[src/rtl/qje_pkg.sv]
// Shared types and constants for the quaternion Julia escape-time block.
// Used by qje_ctrl, qje_datapath, quaternion_julia_escape and the testbench; depends on nothing.
package qje_pkg;

  localparam int IN_W    = 16;  // point coordinates and Julia constant, signed
  localparam int NORM_W  = 20;  // saturated squared norm, unsigned
  localparam int STEPS_W = 5;   // reported step count
  localparam int LIMIT_W = 5;   // iteration limit register
  localparam int SEL_W   = 3;   // product selector

  localparam logic [NORM_W-1:0] NORM_MAX = '1;

  // Configuration register indexes.
  localparam logic [2:0] REG_CONST_REAL = 3'd0;
  localparam logic [2:0] REG_CONST_I    = 3'd1;
  localparam logic [2:0] REG_CONST_J    = 3'd2;
  localparam logic [2:0] REG_CONST_K    = 3'd3;
  localparam logic [2:0] REG_SLICE_W    = 3'd4;
  localparam logic [2:0] REG_ITER_LIMIT = 3'd5;

  // Product selectors: the four squares, then r times each imaginary part.
  localparam logic [SEL_W-1:0] SEL_RR = 3'd0;
  localparam logic [SEL_W-1:0] SEL_II = 3'd1;
  localparam logic [SEL_W-1:0] SEL_JJ = 3'd2;
  localparam logic [SEL_W-1:0] SEL_KK = 3'd3;
  localparam logic [SEL_W-1:0] SEL_RI = 3'd4;
  localparam logic [SEL_W-1:0] SEL_RJ = 3'd5;
  localparam logic [SEL_W-1:0] SEL_RK = 3'd6;

  typedef struct packed {
    logic             load;     // take a new point, clear step count
    logic             mul;      // register the selected product
    logic             acc;      // consume the registered product
    logic             update;   // form the next quaternion
    logic             capture;  // load the output register
    logic [SEL_W-1:0] sel;
  } qje_cmd_t;

  typedef struct packed {
    logic first;      // no step taken yet
    logic limit_hit;  // step count reached the effective limit
    logic escaped;    // accumulated norm is at least two
  } qje_status_t;

endpackage

[src/rtl/qje_datapath.sv]
// Datapath of the quaternion Julia evaluator: component registers, one shared
// multiplier, square/cross-term registers, norm accumulator and output register.
// Depends on qje_pkg.
module qje_datapath import qje_pkg::*; #(
  parameter int MAX_ITERATIONS = 16,
  parameter int FRACTION_BITS  = 12
) (
  input  logic                     clk,
  input  logic                     rst_n,
  input  qje_cmd_t                 cmd,
  output qje_status_t              status,
  input  logic signed [IN_W-1:0]   point_x,
  input  logic signed [IN_W-1:0]   point_y,
  input  logic signed [IN_W-1:0]   point_z,
  input  logic signed [IN_W-1:0]   const_real,
  input  logic signed [IN_W-1:0]   const_i,
  input  logic signed [IN_W-1:0]   const_j,
  input  logic signed [IN_W-1:0]   const_k,
  input  logic signed [IN_W-1:0]   slice_w,
  input  logic [LIMIT_W-1:0]       iteration_limit,
  output logic [NORM_W-1:0]        norm_squared,
  output logic [STEPS_W-1:0]       steps_used,
  output logic                     escaped
);

  localparam int W   = FRACTION_BITS + 8;       // component width
  localparam int PW  = 2 * W;                   // full product
  localparam int SQW = PW - FRACTION_BITS;      // reduced square
  localparam int CRW = SQW + 1;                 // reduced cross term
  localparam int NW  = SQW + 3;                 // next-component sum
  localparam int AW  = PW + 2;                  // norm accumulator
  localparam int NFW = AW - FRACTION_BITS;      // unsaturated norm
  localparam int SW  = $clog2(MAX_ITERATIONS + 1);
  localparam int LW  = (SW > LIMIT_W) ? SW : LIMIT_W;

  localparam logic signed [NW-1:0] COMP_HI = {{(NW-W+1){1'b0}}, {(W-1){1'b1}}};
  localparam logic signed [NW-1:0] COMP_LO = -COMP_HI;
  localparam logic [NFW-1:0] NORM_TWO = NFW'(2) << FRACTION_BITS;
  localparam logic [LW-1:0]  MAX_IT   = LW'(MAX_ITERATIONS);

  function automatic logic signed [W-1:0] clamp_comp(input logic signed [NW-1:0] v);
    logic signed [W-1:0] res;
    if (v > COMP_HI) begin
      res = COMP_HI[W-1:0];
    end else if (v < COMP_LO) begin
      res = COMP_LO[W-1:0];
    end else begin
      res = v[W-1:0];
    end
    return res;
  endfunction

  function automatic logic signed [NW-1:0] ext_in(input logic signed [IN_W-1:0] v);
    return {{(NW-IN_W){v[IN_W-1]}}, v};
  endfunction

  logic signed [W-1:0]   comp_r_r, comp_i_r, comp_j_r, comp_k_r;
  logic signed [PW-1:0]  prod_r;
  logic signed [SQW-1:0] sq_r_r, sq_i_r, sq_j_r, sq_k_r;
  logic signed [CRW-1:0] cr_i_r, cr_j_r, cr_k_r;
  logic [AW-1:0]         acc_r;
  logic [SW-1:0]         steps_r;
  logic [NORM_W-1:0]     norm_out_r;
  logic [STEPS_W-1:0]    steps_out_r;
  logic                  esc_out_r;

  logic signed [W-1:0]   op_a, op_b;
  logic signed [NW-1:0]  next_r, next_i, next_j, next_k;
  logic [NFW-1:0]        norm_full;
  logic [LW-1:0]         limit_eff, steps_ext;

  always_comb begin
    op_a = comp_r_r;
    op_b = comp_r_r;
    case (cmd.sel)
      SEL_RR: begin op_a = comp_r_r; op_b = comp_r_r; end
      SEL_II: begin op_a = comp_i_r; op_b = comp_i_r; end
      SEL_JJ: begin op_a = comp_j_r; op_b = comp_j_r; end
      SEL_KK: begin op_a = comp_k_r; op_b = comp_k_r; end
      SEL_RI: begin op_a = comp_r_r; op_b = comp_i_r; end
      SEL_RJ: begin op_a = comp_r_r; op_b = comp_j_r; end
      SEL_RK: begin op_a = comp_r_r; op_b = comp_k_r; end
      default: begin op_a = comp_r_r; op_b = comp_r_r; end
    endcase
  end

  // Squares are nonnegative, so the sign-extended reduced values subtract cleanly.
  always_comb begin
    next_r = {{(NW-SQW){sq_r_r[SQW-1]}}, sq_r_r} - {{(NW-SQW){sq_i_r[SQW-1]}}, sq_i_r}
           - {{(NW-SQW){sq_j_r[SQW-1]}}, sq_j_r} - {{(NW-SQW){sq_k_r[SQW-1]}}, sq_k_r}
           + ext_in(const_real);
    next_i = {{(NW-CRW){cr_i_r[CRW-1]}}, cr_i_r} + ext_in(const_i);
    next_j = {{(NW-CRW){cr_j_r[CRW-1]}}, cr_j_r} + ext_in(const_j);
    next_k = {{(NW-CRW){cr_k_r[CRW-1]}}, cr_k_r} + ext_in(const_k);
  end

  assign norm_full = acc_r[AW-1:FRACTION_BITS];
  assign steps_ext = LW'(steps_r);

  always_comb begin
    limit_eff = LW'(iteration_limit);
    if (iteration_limit == '0) begin
      limit_eff = LW'(1);
    end else if (LW'(iteration_limit) > MAX_IT) begin
      limit_eff = MAX_IT;
    end
  end

  assign status.first     = (steps_r == '0);
  assign status.limit_hit = (steps_ext >= limit_eff);
  assign status.escaped   = (norm_full >= NORM_TWO);

  always_ff @(posedge clk) begin
    if (cmd.mul) begin
      prod_r <= op_a * op_b;
    end
    if (cmd.load) begin
      comp_r_r <= clamp_comp(ext_in(point_x));
      comp_i_r <= clamp_comp(ext_in(point_y));
      comp_j_r <= clamp_comp(ext_in(point_z));
      comp_k_r <= clamp_comp(ext_in(slice_w));
    end else if (cmd.update) begin
      comp_r_r <= clamp_comp(next_r);
      comp_i_r <= clamp_comp(next_i);
      comp_j_r <= clamp_comp(next_j);
      comp_k_r <= clamp_comp(next_k);
    end
    // Arithmetic right shifts of the products round toward minus infinity.
    if (cmd.acc) begin
      case (cmd.sel)
        SEL_RR:  sq_r_r <= prod_r[PW-1:FRACTION_BITS];
        SEL_II:  sq_i_r <= prod_r[PW-1:FRACTION_BITS];
        SEL_JJ:  sq_j_r <= prod_r[PW-1:FRACTION_BITS];
        SEL_KK:  sq_k_r <= prod_r[PW-1:FRACTION_BITS];
        SEL_RI:  cr_i_r <= prod_r[PW-1:FRACTION_BITS-1];
        SEL_RJ:  cr_j_r <= prod_r[PW-1:FRACTION_BITS-1];
        SEL_RK:  cr_k_r <= prod_r[PW-1:FRACTION_BITS-1];
        default: ;
      endcase
    end
    if (cmd.capture) begin
      norm_out_r  <= (norm_full > {{(NFW-NORM_W){1'b0}}, NORM_MAX}) ?
                     NORM_MAX : norm_full[NORM_W-1:0];
      steps_out_r <= steps_ext[STEPS_W-1:0];
      esc_out_r   <= status.escaped;
    end
  end

  // The exact norm is the sum of the four full squares of the current components.
  always_ff @(posedge clk) begin
    if (!rst_n) begin
      acc_r   <= '0;
      steps_r <= '0;
    end else begin
      if (cmd.load || cmd.update) begin
        acc_r <= '0;
      end else if (cmd.acc && (cmd.sel == SEL_RR || cmd.sel == SEL_II ||
                               cmd.sel == SEL_JJ || cmd.sel == SEL_KK)) begin
        acc_r <= acc_r + {{(AW-PW){1'b0}}, prod_r};
      end
      if (cmd.load) begin
        steps_r <= '0;
      end else if (cmd.update) begin
        steps_r <= steps_r + SW'(1);
      end
    end
  end

  assign norm_squared = norm_out_r;
  assign steps_used   = steps_out_r;
  assign escaped      = esc_out_r;

endmodule

[src/rtl/qje_ctrl.sv]
// Sequencer for the quaternion Julia evaluator: steps the shared multiplier
// through squares and cross terms, decides when to stop, owns both handshakes.
// Depends on qje_pkg.
module qje_ctrl import qje_pkg::*; (
  input  logic        clk,
  input  logic        rst_n,
  input  logic        in_tvalid,
  output logic        in_tready,
  output logic        out_tvalid,
  input  logic        out_tready,
  output qje_cmd_t    cmd,
  input  qje_status_t status
);

  localparam logic [2:0] ST_IDLE   = 3'd0;
  localparam logic [2:0] ST_MUL    = 3'd1;
  localparam logic [2:0] ST_ACC    = 3'd2;
  localparam logic [2:0] ST_CHECK  = 3'd3;
  localparam logic [2:0] ST_UPDATE = 3'd4;
  localparam logic [2:0] ST_DONE   = 3'd5;

  logic [2:0]       state_r, state_nxt;
  logic [SEL_W-1:0] sel_r, sel_nxt;
  logic             out_valid_r, out_valid_nxt;
  logic             slot_free;

  assign slot_free  = !out_valid_r || out_tready;
  assign in_tready  = (state_r == ST_IDLE);
  assign out_tvalid = out_valid_r;

  always_comb begin
    state_nxt     = state_r;
    sel_nxt       = sel_r;
    out_valid_nxt = out_valid_r && !out_tready;
    cmd           = '0;
    cmd.sel       = sel_r;
    case (state_r)
      ST_IDLE: begin
        if (in_tvalid) begin
          cmd.load  = 1'b1;
          sel_nxt   = SEL_RR;
          state_nxt = ST_MUL;
        end
      end
      ST_MUL: begin
        cmd.mul   = 1'b1;
        state_nxt = ST_ACC;
      end
      ST_ACC: begin
        cmd.acc = 1'b1;
        if (sel_r == SEL_KK) begin
          state_nxt = ST_CHECK;
        end else if (sel_r == SEL_RK) begin
          state_nxt = ST_UPDATE;
        end else begin
          sel_nxt   = sel_r + SEL_W'(1);
          state_nxt = ST_MUL;
        end
      end
      ST_CHECK: begin
        // The squares of the starting point feed the first step but no exit test.
        if (!status.first && (status.limit_hit || status.escaped)) begin
          state_nxt = ST_DONE;
        end else begin
          sel_nxt   = SEL_RI;
          state_nxt = ST_MUL;
        end
      end
      ST_UPDATE: begin
        cmd.update = 1'b1;
        sel_nxt    = SEL_RR;
        state_nxt  = ST_MUL;
      end
      ST_DONE: begin
        if (slot_free) begin
          cmd.capture   = 1'b1;
          out_valid_nxt = 1'b1;
          state_nxt     = ST_IDLE;
        end
      end
      default: begin
        state_nxt = ST_IDLE;
      end
    endcase
  end

  always_ff @(posedge clk) begin
    if (!rst_n) begin
      state_r     <= ST_IDLE;
      sel_r       <= SEL_RR;
      out_valid_r <= 1'b0;
    end else begin
      state_r     <= state_nxt;
      sel_r       <= sel_nxt;
      out_valid_r <= out_valid_nxt;
    end
  end

endmodule

[src/rtl/quaternion_julia_escape.sv]
// Channel  | Direction | Signals                          | Payload
// input    | in        | in_tvalid/in_tready/in_tdata     | point_x, point_y, point_z
// result   | out       | out_tvalid/out_tready/out_tdata  | norm_squared, steps_used, escaped
// config   | in/out    | cfg_psel..cfg_pready (APB)       | six registers at 4*index
//
// One point is processed at a time on a single shared multiplier. Each step runs
// the four squares, a check, the three cross terms and an update, each product
// passing a multiply state and an accumulate state. rst_n is synchronous and
// active low and restores the register defaults. A finished result waits in the
// output register; the next point is accepted while it waits, and the sequencer
// stalls only if a second result is ready before the first is taken.
// Depends on qje_pkg, qje_ctrl and qje_datapath.
module quaternion_julia_escape import qje_pkg::*; #(
  parameter int MAX_ITERATIONS = 16,
  parameter int FRACTION_BITS  = 12
) (
  input  logic        clk,
  input  logic        rst_n,
  input  logic        in_tvalid,
  output logic        in_tready,
  input  logic [47:0] in_tdata,     // point_x[15:0], point_y[31:16], point_z[47:32]
  output logic        out_tvalid,
  input  logic        out_tready,
  output logic [31:0] out_tdata,    // norm_squared[19:0], steps_used[24:20],
                                    // escaped[25], zero[31:26]
  input  logic        cfg_psel,
  input  logic        cfg_penable,
  input  logic        cfg_pwrite,
  input  logic [4:0]  cfg_paddr,
  input  logic [31:0] cfg_pwdata,
  output logic [31:0] cfg_prdata,
  output logic        cfg_pready
);

  logic signed [IN_W-1:0] const_real_r, const_i_r, const_j_r, const_k_r, slice_w_r;
  logic [LIMIT_W-1:0]     iter_limit_r;
  logic                   cfg_write;
  logic [2:0]             cfg_index;

  qje_cmd_t          cmd;
  qje_status_t       status;
  logic [NORM_W-1:0]  norm_squared;
  logic [STEPS_W-1:0] steps_used;
  logic               escaped;

  assign cfg_pready = 1'b1;
  assign cfg_write  = cfg_psel && cfg_penable && cfg_pwrite && cfg_pready;
  assign cfg_index  = cfg_paddr[4:2];

  always_ff @(posedge clk) begin
    if (!rst_n) begin
      const_real_r <= 16'sd2048;
      const_i_r    <= 16'sd1638;
      const_j_r    <= 16'sd4096;
      const_k_r    <= 16'sd1024;
      slice_w_r    <= -16'sd2253;
      iter_limit_r <= 5'd4;
    end else if (cfg_write) begin
      case (cfg_index)
        REG_CONST_REAL: const_real_r <= cfg_pwdata[IN_W-1:0];
        REG_CONST_I:    const_i_r    <= cfg_pwdata[IN_W-1:0];
        REG_CONST_J:    const_j_r    <= cfg_pwdata[IN_W-1:0];
        REG_CONST_K:    const_k_r    <= cfg_pwdata[IN_W-1:0];
        REG_SLICE_W:    slice_w_r    <= cfg_pwdata[IN_W-1:0];
        REG_ITER_LIMIT: iter_limit_r <= cfg_pwdata[LIMIT_W-1:0];
        default: ;
      endcase
    end
  end

  always_comb begin
    case (cfg_index)
      REG_CONST_REAL: cfg_prdata = {16'd0, const_real_r};
      REG_CONST_I:    cfg_prdata = {16'd0, const_i_r};
      REG_CONST_J:    cfg_prdata = {16'd0, const_j_r};
      REG_CONST_K:    cfg_prdata = {16'd0, const_k_r};
      REG_SLICE_W:    cfg_prdata = {16'd0, slice_w_r};
      REG_ITER_LIMIT: cfg_prdata = {27'd0, iter_limit_r};
      default:        cfg_prdata = 32'd0;
    endcase
  end

  qje_ctrl u_ctrl (
    .clk        (clk),
    .rst_n      (rst_n),
    .in_tvalid  (in_tvalid),
    .in_tready  (in_tready),
    .out_tvalid (out_tvalid),
    .out_tready (out_tready),
    .cmd        (cmd),
    .status     (status)
  );

  qje_datapath #(
    .MAX_ITERATIONS (MAX_ITERATIONS),
    .FRACTION_BITS  (FRACTION_BITS)
  ) u_datapath (
    .clk             (clk),
    .rst_n           (rst_n),
    .cmd             (cmd),
    .status          (status),
    .point_x         (in_tdata[15:0]),
    .point_y         (in_tdata[31:16]),
    .point_z         (in_tdata[47:32]),
    .const_real      (const_real_r),
    .const_i         (const_i_r),
    .const_j         (const_j_r),
    .const_k         (const_k_r),
    .slice_w         (slice_w_r),
    .iteration_limit (iter_limit_r),
    .norm_squared    (norm_squared),
    .steps_used      (steps_used),
    .escaped         (escaped)
  );

  assign out_tdata = {6'd0, escaped, steps_used, norm_squared};

endmodule

[config.mk]
export PLATFORM = sky130hd
export DESIGN_NAME = quaternion_julia_escape
export DESIGN_NICKNAME = d
export VERILOG_FILES = /design/src/rtl/qje_pkg.sv /design/src/rtl/qje_datapath.sv /design/src/rtl/qje_ctrl.sv /design/src/rtl/quaternion_julia_escape.sv
export SDC_FILE = /design/constraint.sdc
export NUM_CORES = 2
export LEC_CHECK = 0
export ABC_AREA = 1
export BUFFER_PORTS_ARGS = -buffer_cell sky130_fd_sc_hd__buf_4
export CAP_MARGIN = 0
export CORE_MARGIN = 2
export CORE_UTILIZATION = 33
export DETAILED_ROUTE_END_ITERATION = 10
export PLACE_DENSITY = 0.55
export SYNTH_ARGS = -nofsm -noshare
export SYNTH_HDL_FRONTEND = slang
export SYNTH_SLANG_ARGS = --single-unit
[constraint.sdc]
create_clock -name clk -period 11.4 [get_ports clk]
set_input_delay 0.57 -clock clk [delete_from_list [all_inputs] [get_ports clk]]
set_output_delay 0.57 -clock clk [all_outputs]
set_load 0.05 [all_outputs]
==> results.toml <==
[timing]
tightest_slew_ns = 1.154
period_needed_ns = 9.905
relSlewSlack_pct = 23.05
finalHoldViolCount = 0
finClkSkew_ns = 0.04167
setup_ws_ns = 1.495
timing.final.crit_share_pct = 86.88
fin_setup_tns_ns = 0
finalMaxSlewViolations = 0
timing.hold.ws_ns = 0.1655
fmax_ghz = 0.1010
setup_viol = 0
rsz0062_at_grt = "no"

[die]
initial_core_util_pct = 33.19
pin_count = 159
num_rows = 141
dieArea_sq_um = 151400
coreArea_sq_um = 147500
die_w_microns = 389.1
fp.dieH_microns = 389.1

[yosys]
synth_top_cell_area_share_pct = 21.16
synth_commonest_cells = "nand2_1, inv_1, nor2_1"
yosysUniqueCellTypes = 54
yosys-top-cells-area = "edfxtp_1, fa_1, nand2_1"
synthArstFlopShare_pct = 0
synth_area_sq_um = 48950
synth_edf_count = 345
yosysMostFrequentCell = "nand2_1"
ys_ff_latch = 484
synth_cells = 6400
synth_flop_cell = "edfxtp_1"
synth_largest_area_cell = "edfxtp_1"
syn_area_per_cell_sq_um = 7.649
yosysWarnings = 0
ys_seq_area_share_pct = 26.85

[worst_setup_path]
path_max_fanout = 29
cp_common_cell = "fa_1"
end_kind = "register"
slowest_delay_ns = 0.60
critPathLaunchType = "register"
crit_required_ns = 11.80
slowest_stage = "inv_2"
cp.arrival_ns = 10.31
critPathKind = "reg2reg"

[grt]
grt_first_pass_wirelength_mm = 252.2
grt_max_degree = 87
grt.overflow.total = 0
antenna_found_initial = 9
track_usage_pct = 22.02
grt_pass1_vias = 40900

[cells_and_area]
num-fill-cells = 15620
drive_gt1_share_pct = 5.518
nets = 7409
syn_to_final_growth_pct = 10.75
final_cells = 8515

[routing]
vias = 41540
drtAntennaViolNets = 0
firstDrtPassIters = 7
wl_mm = 166.4
post-route-drc-count = 0
drtIter0Drc = 3513
viasPerCell = 4.878
detail_route.wl_per_cell_microns = 19.54

[clock_network]
clock-sinks = 484
root_buffer = "clkbuf_16"
cts_max_path_buffers = 3
cts_buffers = 58
cts-htree-levels = 2
clk_pin_slew_ns = 0.06
clk_latency_ns = 0.69
post_cts_resized = 0
holdBufCountCts = 0
cts_tree = "yes"
cts_setup_buffers = 0

[hold_path]
hold_path_class = "in2reg"

[placed_design]
dp_slack_ns = 1.605
place_inst = 8400
place.gp.congestion = 0.9525
io_buffers = 117
hpwl_mm = 132.5

[job]
cap_violations = 0

[outcome]
status = "complete, no violations"
[through the flow]
step	cell area (sq um)	util (%)
after CTS	54200	36.75
after global placement	52250	35.43
after detailed placement	52250	35.43
after floorplan	49030	-
after global routing	54200	36.75
final	54210	36.76
[layer usage]
layer	vias up	global-route usage [%]	share of wire (%)
li1	19970	-	-
met1	19980	28.85	42
met2	1330	36.30	46
met3	256	4.245	7.8
met4	0	7.456	4.0
met5	-	0	0
[layout by cell type (no fill, tap or decap), types with 67 or more instances in the layout]
| cell | count |
|---|---|
| nand2_1 | 1467 |
| inv_1 | 1429 |
| nor2_1 | 789 |
| fa_1 | 482 |
| edfxtp_1 | 345 |
| a21oi_1 | 310 |
| ha_1 | 305 |
| nand3_1 | 244 |
| buf_4 | 190 |
| o21ai_0 | 189 |
| dfxtp_1 | 138 |
| xor2_1 | 105 |
| nand4_1 | 67 |
[flip-flops by register name, summed over array words and instances (netlist names), 29 cells and up]
signal             count
u_datapath.acc_r      42
u_datapath.cr_k_r     29
u_datapath.cr_j_r     29
u_datapath.cr_i_r     29
u_datapath.prod_r     40
[area by class of cell]
cell class / count / area, sq um / share of cell area, %
inverters: 1456 / 5466 / 10.08
flip-flops and latches: 484 / 13140 / 24.24
multi-input cells: 4340 / 29800 / 54.96
clock buffers: 74 / 1627 / 3.000
clock inverters: 35 / 324.1 / 0.5977
repair buffers: 190 / 1426 / 2.631
well taps: 1930 / 2415 / 4.454
diodes: 6 / 15.01 / 0.02769
[worst max-delay path: cells and delay by family, from the launching register on]
| kind | cells | cell delay (ns) |
|---|---|---|
| fa+ha+maj | 9 | 4.28 |
| buf+inv | 10 | 2.29 |
| simple gates | 14 | 2.18 |
| compound gates | 3 | 0.44 |
| flops | 1 | 0.33 |
| xor+xnor | 1 | 0.06 |
[cells by family (layout without fill, tap and decap cells)]
kind of cell	Yosys count	after routing	share of synthesized area, %
AO/OA/AOI/OAI	698	698	8.223
XOR/XNOR	154	154	2.755
adder cells (fa/ha/maj)	787	787	27.51
buffers and inverters	1597	1755	12.63
flip-flops	484	484	26.85
other	2	29	0.01534
AND/OR/NAND/NOR	2678	2678	22.02
[worst paths after layout]
check / start / end / slack [ns] / cells after the start
min: cfg_pwdata[5] / const_i_r[5] / 0.17 / 3
min reg2reg: u_datapath.steps_ext[4] / u_datapath.steps_used[4] / 0.47 / 0
max reg2reg: u_ctrl.sel_r[1] / u_datapath.prod_r[36] / 1.50 / 37
max: u_ctrl.sel_r[1] / u_datapath.prod_r[36] / 1.50 / 37
Power is left out: the tool's default activity adds up to more than one toggle a clock period on the data nets, which glitch-free logic cannot reach.
